[src/rtl/hss_pkg.sv]
// hss_pkg: shared types and constants for the hue-saturation segment scorer
// used by hss_ctrl, hss_dp and the top level hue_sat_segment_histogram_scorer
`default_nettype none
package hss_pkg;
	localparam int unsigned CFG_IDX_W = 2;
	localparam int unsigned CFG_DATA_W = 16;
	localparam logic [CFG_IDX_W-1:0] REG_TAU = 2'd0;
	localparam logic [CFG_IDX_W-1:0] REG_SAT_MIN = 2'd1;
	localparam logic [CFG_IDX_W-1:0] REG_VAL_MIN = 2'd2;
	localparam logic [15:0] TAU_RESET = 16'd45875;
	localparam logic [7:0] SAT_MIN_RESET = 8'd25;
	localparam logic [7:0] VAL_MIN_RESET = 8'd50;
	localparam logic [16:0] Q_ONE = 17'h10000;

	// commands from controller to datapath
	typedef struct packed {
		logic take;      // capture input word
		logic load;      // write model bin
		logic count;     // count captured pixel
		logic clr_all;   // clear count and hist valid bits
		logic walk_start;// restart bin walk
		logic walk_step; // issue next bin read
		logic sel_bg;    // walk against background model
		logic acc_clr;   // clear accumulator
		logic sq_start;  // start square root
		logic acc_add;   // add root to accumulator
		logic clr_step;  // advance walk address, no read
		logic out_load;  // load result register
	} hss_cmd_t;

	// status from datapath to controller
	typedef struct packed {
		logic is_load;
		logic cand;
		logic rend;
		logic walk_last;
		logic div_done;
		logic sq_done;
		logic above_tau;
		logic out_full;
	} hss_sts_t;
endpackage
`default_nettype wire

[src/rtl/hss_dp.sv]
// hss_dp: datapath with histogram and model memories, serial divider, serial square root
// depends on hss_pkg
`default_nettype none
module hss_dp #(
	parameter int unsigned HIST_BINS = 8,
	parameter int unsigned ROW_LEN = 256
) (
	input  wire logic clk,
	input  wire logic arst_n,
	input  wire hss_pkg::hss_cmd_t cmd,
	output hss_pkg::hss_sts_t sts,
	input  wire logic cfg_we,
	input  wire logic [hss_pkg::CFG_IDX_W-1:0] cfg_idx,
	input  wire logic [hss_pkg::CFG_DATA_W-1:0] cfg_data,
	input  wire logic [63:0] in_data,
	input  wire logic [1:0] in_user,
	input  wire logic in_last,
	output logic [15:0] out_score,
	output logic [1:0] out_user,
	output logic out_last,
	output logic out_valid,
	input  wire logic out_ready
);
	localparam int unsigned NB = HIST_BINS * HIST_BINS;
	localparam int unsigned AW = (NB > 1) ? $clog2(NB) : 1;
	localparam int unsigned CW = $clog2(ROW_LEN + 1);
	localparam int unsigned BW = $clog2(HIST_BINS);
	// product w*h<<16 width
	localparam int unsigned PW = 16 + CW + 16;
	localparam int unsigned RW = (PW + 1) / 2;
	localparam int unsigned ACCW = RW + AW + 1;

	// configuration registers
	logic [15:0] tau_q;
	logic [7:0] sat_min_q, val_min_q;
	always_ff @(posedge clk or negedge arst_n) begin
		if (!arst_n) begin
			tau_q <= hss_pkg::TAU_RESET;
			sat_min_q <= hss_pkg::SAT_MIN_RESET;
			val_min_q <= hss_pkg::VAL_MIN_RESET;
		end else if (cfg_we) begin
			unique case (cfg_idx)
				hss_pkg::REG_TAU: tau_q <= cfg_data;
				hss_pkg::REG_SAT_MIN: sat_min_q <= cfg_data[7:0];
				hss_pkg::REG_VAL_MIN: val_min_q <= cfg_data[7:0];
				default: ;
			endcase
		end
	end

	// captured input word
	logic is_load_q, cand_q, rend_q;
	logic [7:0] hue_q, sat_q, val_q;
	logic [5:0] bidx_q;
	logic [15:0] fgw_q, bgw_q;
	always_ff @(posedge clk) begin
		if (cmd.take) begin
			is_load_q <= in_user[0];
			cand_q <= in_user[1];
			rend_q <= in_last;
			hue_q <= in_data[7:0];
			sat_q <= in_data[15:8];
			val_q <= in_data[23:16];
			bidx_q <= in_data[29:24];
			fgw_q <= in_data[45:30];
			bgw_q <= in_data[61:46];
		end
	end

	// bin of captured pixel
	logic [AW-1:0] pix_bin;
	logic counts;
	logic [BW-1:0] hb, sb;
	always_comb begin
		hb = BW'((16'(hue_q) * 16'(HIST_BINS)) >> 8);
		sb = BW'((16'(sat_q) * 16'(HIST_BINS)) >> 8);
		pix_bin = AW'(hb * HIST_BINS + sb);
		counts = (sat_q > sat_min_q) && (val_q > val_min_q);
	end

	// walk address
	logic [AW-1:0] wa_q;
	logic wv_s1;
	always_ff @(posedge clk or negedge arst_n) begin
		if (!arst_n) begin
			wa_q <= '0;
			wv_s1 <= 1'b0;
		end else begin
			wv_s1 <= cmd.walk_step;
			if (cmd.walk_start) wa_q <= '0;
			else if (cmd.walk_step || cmd.clr_step) wa_q <= wa_q + AW'(1);
		end
	end
	assign sts.walk_last = (wa_q == AW'(NB - 1));

	// model memories
	logic [15:0] fg_mem [NB];
	logic [15:0] bg_mem [NB];
	logic [15:0] w_s1;
	always_ff @(posedge clk) begin
		if (cmd.load && (32'(bidx_q) < NB)) begin
			fg_mem[AW'(bidx_q)] <= fgw_q;
			bg_mem[AW'(bidx_q)] <= bgw_q;
		end
		w_s1 <= cmd.sel_bg ? bg_mem[wa_q] : fg_mem[wa_q];
	end

	// histogram memory with one valid bit per bin, one read port
	// outside a walk the pixel bin is read a cycle ahead of the count
	logic [CW-1:0] hist_mem [NB];
	logic [NB-1:0] hv_q;
	logic [CW-1:0] h_s1;
	logic [CW-1:0] hrd;
	logic [AW-1:0] hra;
	assign hra = cmd.walk_step ? wa_q : pix_bin;
	always_ff @(posedge clk) begin
		hrd <= hist_mem[hra];
		if (cmd.count && counts) begin
			if (!hv_q[pix_bin]) hist_mem[pix_bin] <= CW'(1);
			else if (hrd < CW'(ROW_LEN))
				hist_mem[pix_bin] <= hrd + CW'(1);
		end
	end
	always_ff @(posedge clk or negedge arst_n) begin
		if (!arst_n) hv_q <= '0;
		else if (cmd.clr_all) hv_q <= '0;
		else if (cmd.count && counts) hv_q[pix_bin] <= 1'b1;
	end
	logic hv_s1;
	always_ff @(posedge clk) hv_s1 <= hv_q[wa_q];
	assign h_s1 = hv_s1 ? hrd : '0;

	// segment count
	logic [CW-1:0] cnt_q;
	always_ff @(posedge clk or negedge arst_n) begin
		if (!arst_n) cnt_q <= '0;
		else if (cmd.clr_all) cnt_q <= '0;
		else if (cmd.count && counts && cnt_q < CW'(ROW_LEN)) cnt_q <= cnt_q + CW'(1);
	end

	// product stage
	logic [PW-1:0] p_s2;
	logic p_v_s2;
	always_ff @(posedge clk or negedge arst_n) begin
		if (!arst_n) p_v_s2 <= 1'b0;
		else p_v_s2 <= wv_s1;
	end
	always_ff @(posedge clk) p_s2 <= (PW'(w_s1) * PW'(h_s1)) << 16;

	// restoring divider by n, one bit a cycle
	logic [PW-1:0] dq_q;
	logic [CW:0] drem_q;
	logic [$clog2(PW+1)-1:0] dcnt_q;
	logic dbusy_q, ddone_q;
	logic [CW-1:0] n_q;
	logic [CW:0] dtry;
	always_comb dtry = {drem_q[CW-1:0], dq_q[PW-1]};
	always_ff @(posedge clk or negedge arst_n) begin
		if (!arst_n) begin
			dbusy_q <= 1'b0;
			ddone_q <= 1'b0;
			dcnt_q <= '0;
		end else begin
			ddone_q <= 1'b0;
			if (p_v_s2) begin
				dbusy_q <= 1'b1;
				dcnt_q <= ($clog2(PW+1))'(PW);
			end else if (dbusy_q) begin
				dcnt_q <= dcnt_q - 1'b1;
				if (dcnt_q == ($clog2(PW+1))'(1)) begin
					dbusy_q <= 1'b0;
					ddone_q <= 1'b1;
				end
			end
		end
	end
	always_ff @(posedge clk) begin
		n_q <= (cnt_q == '0) ? CW'(1) : cnt_q;
		if (p_v_s2) begin
			dq_q <= p_s2;
			drem_q <= '0;
		end else if (dbusy_q) begin
			if (dtry >= {1'b0, n_q}) begin
				drem_q <= dtry - {1'b0, n_q};
				dq_q <= {dq_q[PW-2:0], 1'b1};
			end else begin
				drem_q <= dtry;
				dq_q <= {dq_q[PW-2:0], 1'b0};
			end
		end
	end
	assign sts.div_done = ddone_q;

	// digit-by-digit square root, one result bit a cycle
	logic [2*RW-1:0] sx_q;
	logic [RW+1:0] srem_q;
	logic [RW-1:0] sr_q;
	logic [$clog2(RW+1)-1:0] scnt_q;
	logic sbusy_q, sdone_q;
	logic [RW+1:0] strial, snext;
	always_comb begin
		snext = {srem_q[RW-1:0], sx_q[2*RW-1 -: 2]};
		strial = snext - {sr_q, 2'b01};
	end
	always_ff @(posedge clk or negedge arst_n) begin
		if (!arst_n) begin
			sbusy_q <= 1'b0;
			sdone_q <= 1'b0;
			scnt_q <= '0;
		end else begin
			sdone_q <= 1'b0;
			if (cmd.sq_start) begin
				sbusy_q <= 1'b1;
				scnt_q <= ($clog2(RW+1))'(RW);
			end else if (sbusy_q) begin
				scnt_q <= scnt_q - 1'b1;
				if (scnt_q == ($clog2(RW+1))'(1)) begin
					sbusy_q <= 1'b0;
					sdone_q <= 1'b1;
				end
			end
		end
	end
	always_ff @(posedge clk) begin
		if (cmd.sq_start) begin
			sx_q <= (2*RW)'(dq_q);
			srem_q <= '0;
			sr_q <= '0;
		end else if (sbusy_q) begin
			sx_q <= sx_q << 2;
			if (!strial[RW+1]) begin
				srem_q <= strial;
				sr_q <= {sr_q[RW-2:0], 1'b1};
			end else begin
				srem_q <= snext;
				sr_q <= {sr_q[RW-2:0], 1'b0};
			end
		end
	end
	assign sts.sq_done = sdone_q;

	// coefficient accumulator
	logic [ACCW-1:0] acc_q;
	always_ff @(posedge clk) begin
		if (cmd.acc_clr) acc_q <= '0;
		else if (cmd.acc_add) acc_q <= acc_q + ACCW'(sr_q);
	end
	assign sts.above_tau = acc_q > ACCW'(tau_q);

	// result register, one minus a zero coefficient saturates to full scale
	logic ov_q;
	logic [15:0] score_q;
	logic cand_out_q, rend_out_q;
	logic [15:0] sc;
	always_comb begin
		if (!cand_q) sc = '0;
		else if (cmd.sel_bg) sc = (acc_q >= ACCW'(hss_pkg::Q_ONE)) ? 16'd0
			: (acc_q == '0) ? 16'hFFFF
			: 16'(ACCW'(hss_pkg::Q_ONE) - acc_q);
		else sc = (acc_q > ACCW'(16'hFFFF)) ? 16'hFFFF : acc_q[15:0];
	end
	always_ff @(posedge clk or negedge arst_n) begin
		if (!arst_n) ov_q <= 1'b0;
		else if (cmd.out_load) ov_q <= 1'b1;
		else if (out_ready) ov_q <= 1'b0;
	end
	always_ff @(posedge clk) begin
		if (cmd.out_load) begin
			score_q <= sc;
			cand_out_q <= cand_q;
			rend_out_q <= rend_q;
		end
	end
	assign out_valid = ov_q;
	assign out_score = score_q;
	assign out_user = {1'b0, cand_out_q};
	assign out_last = rend_out_q;

	assign sts.is_load = is_load_q;
	assign sts.cand = cand_q;
	assign sts.rend = rend_q;
	assign sts.out_full = ov_q && !out_ready;
endmodule
`default_nettype wire

[src/rtl/hss_ctrl.sv]
// hss_ctrl: sequencer for load, count, coefficient walks and histogram clear
// depends on hss_pkg
`default_nettype none
module hss_ctrl (
	input  wire logic clk,
	input  wire logic arst_n,
	input  wire logic in_valid,
	output logic in_ready,
	input  wire hss_pkg::hss_sts_t sts,
	output hss_pkg::hss_cmd_t cmd
);
	typedef enum logic [9:0] {
		ST_IDLE   = 10'b0000000001,
		ST_DEC    = 10'b0000000010,
		ST_ISSUE  = 10'b0000000100,
		ST_DIV    = 10'b0000001000,
		ST_SQRT   = 10'b0000010000,
		ST_CHECK  = 10'b0000100000,
		ST_CLEAR  = 10'b0001000000,
		ST_COUNT  = 10'b0010000000,
		ST_OUT    = 10'b0100000000,
		ST_ENDROW = 10'b1000000000
	} state_t;

	state_t st_q, st_d;
	logic bg_q, bg_d, last_q, last_d;

	always_ff @(posedge clk or negedge arst_n) begin
		if (!arst_n) begin
			st_q <= ST_IDLE;
			bg_q <= 1'b0;
			last_q <= 1'b0;
		end else begin
			st_q <= st_d;
			bg_q <= bg_d;
			last_q <= last_d;
		end
	end

	// next state and commands
	always_comb begin
		st_d = st_q;
		bg_d = bg_q;
		last_d = last_q;
		cmd = '0;
		cmd.sel_bg = bg_q;
		in_ready = 1'b0;
		unique case (st_q)
			ST_IDLE: begin
				in_ready = 1'b1;
				if (in_valid) begin
					cmd.take = 1'b1;
					st_d = ST_DEC;
				end
			end
			ST_DEC: begin
				if (sts.is_load) begin
					cmd.load = 1'b1;
					st_d = ST_IDLE;
				end else if (sts.cand) begin
					bg_d = 1'b0;
					cmd.sel_bg = 1'b0;
					cmd.acc_clr = 1'b1;
					cmd.walk_start = 1'b1;
					st_d = ST_ISSUE;
				end else st_d = ST_COUNT;
			end
			ST_ISSUE: begin
				last_d = sts.walk_last;
				cmd.walk_step = 1'b1;
				st_d = ST_DIV;
			end
			ST_DIV: if (sts.div_done) begin
				cmd.sq_start = 1'b1;
				st_d = ST_SQRT;
			end
			ST_SQRT: if (sts.sq_done) begin
				cmd.acc_add = 1'b1;
				st_d = last_q ? ST_CHECK : ST_ISSUE;
			end
			ST_CHECK: begin
				if (!bg_q && sts.above_tau) begin
					bg_d = 1'b1;
					cmd.acc_clr = 1'b1;
					cmd.walk_start = 1'b1;
					st_d = ST_ISSUE;
				end else if (!sts.out_full) begin
					cmd.out_load = 1'b1;
					cmd.clr_all = 1'b1;
					cmd.walk_start = 1'b1;
					st_d = ST_COUNT;
				end
			end
			ST_COUNT: begin
				cmd.count = 1'b1;
				st_d = sts.cand ? ST_IDLE : ST_OUT;
				if (sts.rend) st_d = ST_ENDROW;
				else if (sts.cand) st_d = ST_IDLE;
			end
			ST_OUT: if (!sts.out_full) begin
				cmd.out_load = 1'b1;
				st_d = ST_IDLE;
			end
			ST_ENDROW: if (sts.cand || !sts.out_full) begin
				cmd.out_load = !sts.cand;
				cmd.clr_all = 1'b1;
				st_d = ST_IDLE;
			end
			default: st_d = ST_IDLE;
		endcase
	end
endmodule
`default_nettype wire

[src/rtl/hue_sat_segment_histogram_scorer.sv]
// hue_sat_segment_histogram_scorer: top level, controller and datapath joined
// depends on hss_pkg, hss_ctrl, hss_dp
//
// A new word is taken only once the last one is done. A candidate pixel walks all bins
// against the foreground model, and again against the background model when above tau;
// each bin is read, multiplied in the product stage, then goes through a bit-serial
// divider and a bit-serial square root before the next bin is read. A result waiting in
// the output register holds off the next word. The histogram clears at once through
// per-bin valid bits.
`default_nettype none
module hue_sat_segment_histogram_scorer #(
	parameter int unsigned HIST_BINS = 8,
	parameter int unsigned ROW_LEN = 256
) (
	input  wire logic clk,
	input  wire logic arst_n,
	input  wire logic cfg_we,
	input  wire logic [hss_pkg::CFG_IDX_W-1:0] cfg_idx,
	input  wire logic [hss_pkg::CFG_DATA_W-1:0] cfg_data,
	input  wire logic s_axis_tvalid,
	output logic s_axis_tready,
	// hue, sat, val, bin_index, fg_weight, bg_weight, zero fill
	input  wire logic [63:0] s_axis_tdata,
	// req_type, is_candidate
	input  wire logic [1:0] s_axis_tuser,
	input  wire logic s_axis_tlast,
	output logic m_axis_tvalid,
	input  wire logic m_axis_tready,
	// score
	output logic [15:0] m_axis_tdata,
	// was_candidate
	output logic m_axis_tuser,
	output logic m_axis_tlast
);
	hss_pkg::hss_cmd_t cmd;
	hss_pkg::hss_sts_t sts;
	logic [1:0] ou;

	hss_ctrl u_ctrl (
		.clk(clk), .arst_n(arst_n), .in_valid(s_axis_tvalid),
		.in_ready(s_axis_tready), .sts(sts), .cmd(cmd)
	);

	hss_dp #(.HIST_BINS(HIST_BINS), .ROW_LEN(ROW_LEN)) u_dp (
		.clk(clk), .arst_n(arst_n), .cmd(cmd), .sts(sts),
		.cfg_we(cfg_we), .cfg_idx(cfg_idx), .cfg_data(cfg_data),
		.in_data(s_axis_tdata), .in_user(s_axis_tuser), .in_last(s_axis_tlast),
		.out_score(m_axis_tdata), .out_user(ou), .out_last(m_axis_tlast),
		.out_valid(m_axis_tvalid), .out_ready(m_axis_tready)
	);
	assign m_axis_tuser = ou[0] | (ou[1] & 1'b0);
endmodule
`default_nettype wire
[config.mk]
export PLATFORM = sky130hd
export DESIGN_NAME = hue_sat_segment_histogram_scorer
export DESIGN_NICKNAME = d
export VERILOG_FILES = /design/src/rtl/hss_pkg.sv /design/src/rtl/hss_dp.sv /design/src/rtl/hss_ctrl.sv /design/src/rtl/hue_sat_segment_histogram_scorer.sv
export SDC_FILE = /design/constraint.sdc
export NUM_CORES = 2
export LEC_CHECK = 0
export BUFFER_PORTS_ARGS = -buffer_cell sky130_fd_sc_hd__clkbuf_2
export CAP_MARGIN = 20
export CORE_MARGIN = 5
export CORE_UTILIZATION = 55
export CTS_CLUSTER_SIZE = 12
export DETAILED_ROUTE_END_ITERATION = 10
export PLACE_DENSITY = 0.76
export SLEW_MARGIN = 10
export SYNTH_ARGS = -nofsm -noshare
export SYNTH_HDL_FRONTEND = slang
export SYNTH_HIERARCHICAL = 1
export SYNTH_SLANG_ARGS = --single-unit
[constraint.sdc]
create_clock -name clk -period 8.75 [get_ports clk]
set_input_delay 1.75 -clock clk [delete_from_list [all_inputs] [get_ports clk]]
set_output_delay 1.75 -clock clk [all_outputs]
set_load 0.005 [all_outputs]
== Word-level counts from Yosys, hierarchy flattened ==
Memory sizes are Yosys's and may differ from the RTL's. A register that Yosys moved wholly into a read port is not among the register bits.
Cells that the tools add are included.

* Flip-flop bits (word level): 437
* Memory bits (writable): 2624
* Output and inout port bits: 20
* Logic and storage cells: 218
* Memories kept: 3

* Add/subtract/negate cells: 10
* $mul: 1
* $lt $le $gt $ge: 11
* Eq/ne operators: 23
* Muxes and demuxes: 100
* Bitwise operators: 2
* Reduce and logical (&&, ||, !) cells: 26

{| class="wikitable"
|+ Memory list
! name !! depth !! width !! read ports !! clocked after Yosys merged registers in !! wr ports !! line !! text
|-
| u_dp.bg_mem || 64 || 16 || 1 || 0 || 1 || hss_dp.sv:98 || <nowiki>logic [15:0] bg_mem [NB];</nowiki>
|-
| u_dp.fg_mem || 64 || 16 || 1 || 0 || 1 || hss_dp.sv:97 || <nowiki>logic [15:0] fg_mem [NB];</nowiki>
|-
| u_dp.hist_mem || 64 || 9 || 1 || 1 || 1 || hss_dp.sv:110 || <nowiki>logic [CW-1:0] hist_mem [NB];</nowiki>
|}

{| class="wikitable"
|+ Operator list
! cell !! number
|-
| 2-to-1 mux 41 bit || 4
|-
| 2-to-1 mux 64 bit || 2
|-
| case mux 10 bit (9 select lines) || 1
|-
| 2-to-1 mux 10 bit || 8
|-
| 2-to-1 mux 16 bit || 5
|-
| bitwise OR 64 bit || 1
|-
| 2-to-1 mux 9 bit || 6
|-
| 2-to-1 mux 1 bit || 52
|-
| 2-to-1 mux 6 bit || 6
|-
| adder 28 x 21 -> 28 bit || 1
|-
| >= comparator 28 x 17 -> 1 bit, second input constant || 1
|-
| greater-than comparator 28 x 16 -> 1 bit || 1
|-
| greater-than comparator 28 x 16 -> 1 bit, second input constant || 1
|-
| zero test 28 bit || 1
|-
| multiplier 16 x 9 -> 25 bit || 1
|-
| subtractor 23 bit || 1
|-
| 2-to-1 mux 21 bit || 1
|-
| adder 9 x 1 -> 9 bit, second input constant || 2
|-
| < comparator 9 bit, second input constant || 2
|-
| greater-than comparator 8 bit || 2
|-
| 2-to-1 mux 8 bit || 2
|-
| subtractor 1 x 16 -> 16 bit, first input constant || 1
|-
| < comparator 6 x 7 -> 1 bit, second input constant || 2
|-
| nonzero test 2 bit || 7
|-
| 39 further kinds || 62
|}

== Depth between registers and ports, before layout ==
* Depth after elaboration: 8
* Gate-level depth with buffers: 23
* Depth with buffers taken out: 20

== Hierarchy ==
Netlist, hierarchy kept.

{| class="wikitable"
|+ Modules (own cells, without submodules)
! module !! times used !! cells an instance !! area each (µm²) !! seq. area each (µm²)
|-
| hss_dp || 1 || 7736 || 130112.3 || 89489.6
|-
| hss_ctrl || 1 || 95 || 834.6 || 276.5
|}

== Worst setup path before layout ==
No wires, ideal clock.

* Path type: register -> register
* Start point: register u_dp.hv_s1
* End point: register u_dp.p_s2[37]
* Arrival: 4.999 ns
* Required time: 8.678 ns
* Path slack: 3.679 ns
* Stages on the path, launching flop included: 22
* Clock period less this slack: 5.071 ns
* Path through: dfxtp_1 clkbuf_1 and2_1 clkbuf_1 clkbuf_1 nand2_1 fa_1 inv_1 fa_1 fa_1 inv_1 fa_1 inv_1 ha_1 nand3_1 o2111ai_1 nand2_1 o21ai_0 a221oi_1 o21a_1 nor3_1 xor2_1

* Longest elaborated chain between the ends: 2

{| class="wikitable"
|+ Ends and longest elaborated chain
! element !! line !! text
|-
| start, declared || hss_dp.sv:129 || <nowiki>logic hv_s1;</nowiki>
|-
| start signal, assigned || hss_dp.sv:130 || <nowiki>always_ff @(posedge clk) hv_s1 <= hv_q[wa_q];</nowiki>
|-
| 2-to-1 mux 9 bit || hss_dp.sv:131 || <nowiki>assign h_s1 = hv_s1 ? hrd : '0;</nowiki>
|-
| multiplier 16 x 9 -> 25 bit || hss_dp.sv:148 || <nowiki>always_ff @(posedge clk) p_s2 <= (PW'(w_s1) * PW'(h_s1)) << 16;</nowiki>
|-
| end signal, assigned || hss_dp.sv:148 ||
|-
| end, declared || hss_dp.sv:142 || <nowiki>logic [PW-1:0] p_s2;</nowiki>
|}

Every way passes these cells.
A chain may end at the register's enable or synchronous reset.

== Final worst setup path ==
Same ends and word-level chain as after synthesis.

==> results.yml <==
worst_setup_path:
  r2r_start: "u_dp/hv_s1"
  cp_common_cell: "fa_1"
  critPathArrivalTime_ns: 6.92
  reg2reg_depth: 18
  critPathSlowestCell: "and2_0"
  r2r-end: "u_dp/p_s2[37]"
  reg2reg_slack_ns: 2.66
  endpoint_kind: "flop"
  worstPathCellList: "and2_0, nand2_1, fa_1, inv_1, fa_1, fa_1, inv_1, fa_1, inv_1, ha_1, nand3_1, o2111ai_1, nand2_1, o21ai_0, a221oi_1, o21a_1, nor3_1, xor2_1"
  start_kind: "flop"
  critPathKind: "reg2reg"
  required_ns: 9.58
  cpPeakStageDelay_ns: 0.74
  crit_path_max_fanout: 47
pwr:
  p_sw_mw: 12.1
  leakagePower_nw: 47.1
  internal_power_mw: 28.2
  swShare_pct: 30.0
  power_density_nw_per_um2: 278
  clkPwrFrac_pct: 31.1
  share_seq_of_total_power_pct: 42.4
  peakVddDrop_v: 0.000364
  comb_power_share_pct: 26.4
detailed_routing:
  wl_per_cell_um: 30.8
  wl_um: 348000
  dr_total_vias: 76400
  routedLengthMet1_um: 123000
  drc: 0
  drtIter0Drc: 11000
  via_per_inst: 6.78
  dr_wl_met2_um: 171000
  first_pass_iters: 9
  wl_met3_um: 38100
  final_antenna_net_count: 0
  highest_layer: "met5"
placement:
  place_area_um2: 136000
  io_buffers: 102
  gp_congestion: 0.866
  place_ws_ns: 2.75
  dp_hpwl_um: 181000
sta:
  rsz0062_at_grt: "no"
  fin_skew_ns: 0.109
  period_needed_ns: 6.09
  drv_slew: 0
  finalCritPeriodShare_pct: 69.6
  slew_headroom_pct: 19.1
  hold_slack_ns: 0.357
  fmax_ghz: 0.164
  worst_slack_ns: 2.66
  setup_viol: 0
  worst_pin_slew_ns: 1.21
  tns_ns: 0
  hold_viol: 0
hold_path:
  hp-start: "u_dp/wv_s1"
  whs_endpoint: "u_dp/p_v_s2"
  hold_depth: 0
  min_path_type: "reg2reg"
clocking:
  cts_made_buffers: 327
  ctsLongestPathBuffers: 4
  clkTransAtPathRegs_ns: 0.06
  cts_tree: "built"
  ctsHoldBuffers: 0
  clock_sinks: 3064
  clk_latency_ns: 0.98
  cts_resized: 0
  cts_setup_buffers: 0
  clockRootBuffer: "clkbuf_16"
  cts_max_level: 5
finish:
  syn2layout_area_growth_pct: 10.6
  post-route-util_pct: 61.0
  final_nets: 8258
  layout-drive-gt1-share_pct: 19.9
  finalInstanceArea_um2: 145000
synth:
  yosysWarnings: 6
  syn_area_um2: 131000
  syn_inst: 7829
  synth_nets: 8157
  avgSynthCellArea_um2: 16.7
floorplan:
  io_pins: 110
  rows: 179
  die_y_um: 498
  die-area_um2: 248000
  fp.coreArea_um2: 237000
  start_util_pct: 55.2
  die_x_um: 498
global_routing:
  grt_pass1_wl_um: 511000
  grt_start_max_net_pins: 151
  grt_pass1_vias: 77400
  grtUsageTotal_pct: 27.5
  grt_overflow_total: 0
  grt_antenna_before_repair: 13
status:
  status: "complete, no violations"
job:
  drv_cap: 0
## per-stage QoR
stage / std cells / power, mW
CTS: 11300 / 40.3
global route: 11300 / 41.7
floorplan: 7829 / 24.5
global placement: 10800 / 27.4
finish: 11300 / 40.3
detailed placement: 10800 / 27.7
## how the worst max path moves through the flow
stage                from             to  slack (ns)
2_1_floorplan  u_dp/hv_s1  u_dp/p_s2[37]        3.68
3_3_place_gp   u_dp/hv_s1  u_dp/p_s2[37]        2.84
3_5_place_dp   u_dp/hv_s1  u_dp/p_s2[37]        2.75
4_1_cts        u_dp/hv_s1  u_dp/p_s2[37]        2.78
5_1_grt        u_dp/hv_s1  u_dp/p_s2[37]        2.22
6_report       u_dp/hv_s1  u_dp/p_s2[37]        2.66
## placed cells by master (no fill, tap or decap), types with 40 or more instances in the layout
cell       instances
ha_1             137
fa_1             101
nor3_1            66
and3_1            94
mux2i_1           95
nor2_4            70
dfrtp_1          115
edfxtp_1        2768
nor4_1            40
nand3_1           83
dfxtp_1          155
nand2_1          311
buf_4            169
inv_1            343
nor2_1           339
mux4_2           699
o22ai_1           87
o211ai_1          70
nor2b_1           41
xnor2_1           45
o21ai_0          138
clkbuf_2         102
mux2_2            75
clkbuf_1          79
a21o_1            71
nand2b_1          40
a21oi_1          453
a211oi_1         327
clkbuf_16        334
## routing by layer
metal	GRT usage [%]	vias to the layer above
li1	-	31400
met1	36.9	38800
met2	45.2	5260
met3	5.29	993
met4	11.0	8
met5	0	-
## critical path, delay by kind of cell, from the launching register on
family / cells / cell delay (ns)
compound gates: 4 / 1.13
xor+xnor: 1 / 0.17
fa+ha+maj: 5 / 2.42
buf+inv: 3 / 0.16
flops: 1 / 0.73
simple gates: 5 / 1.41
## sequential cells by signal, indices dropped and copies added (netlist names), 21 cells and up
name / cells
u_dp/hv_q: 64
u_dp/acc_q: 28
u_dp/dq_q: 41
u_dp/p_s2: 25
u_dp/bg_mem: 1024
u_dp/sr_q: 21
u_dp/hist_mem: 576
u_dp/srem_q: 21
u_dp/fg_mem: 1024
u_dp/sx_q: 42
## power by group through the flow
stage	Clock [mW]	Combinational, mW	Sequential, mW
2_1_floorplan	0	7.13	17.4
3_3_place_gp	0	10.1	17.4
3_5_place_dp	0	10.3	17.4
4_1_cts	12.7	10.5	17.1
5_1_grt	13.3	11.2	17.1
6_report	12.5	10.7	17.1
## final cells by class
class	instances	area [µm²]
Antenna cell	5	12.5
Clock buffer	418	8720
Clock inverter	75	569
Fill cell	16200	92500
Inverter	349	1330
Multi-Input combinational cell	3897	38300
Sequential cell	3064	89800
Tap cell	3167	3960
Timing Repair Buffer	291	2150
No activity file was read; power rests on OpenSTA's default activity.
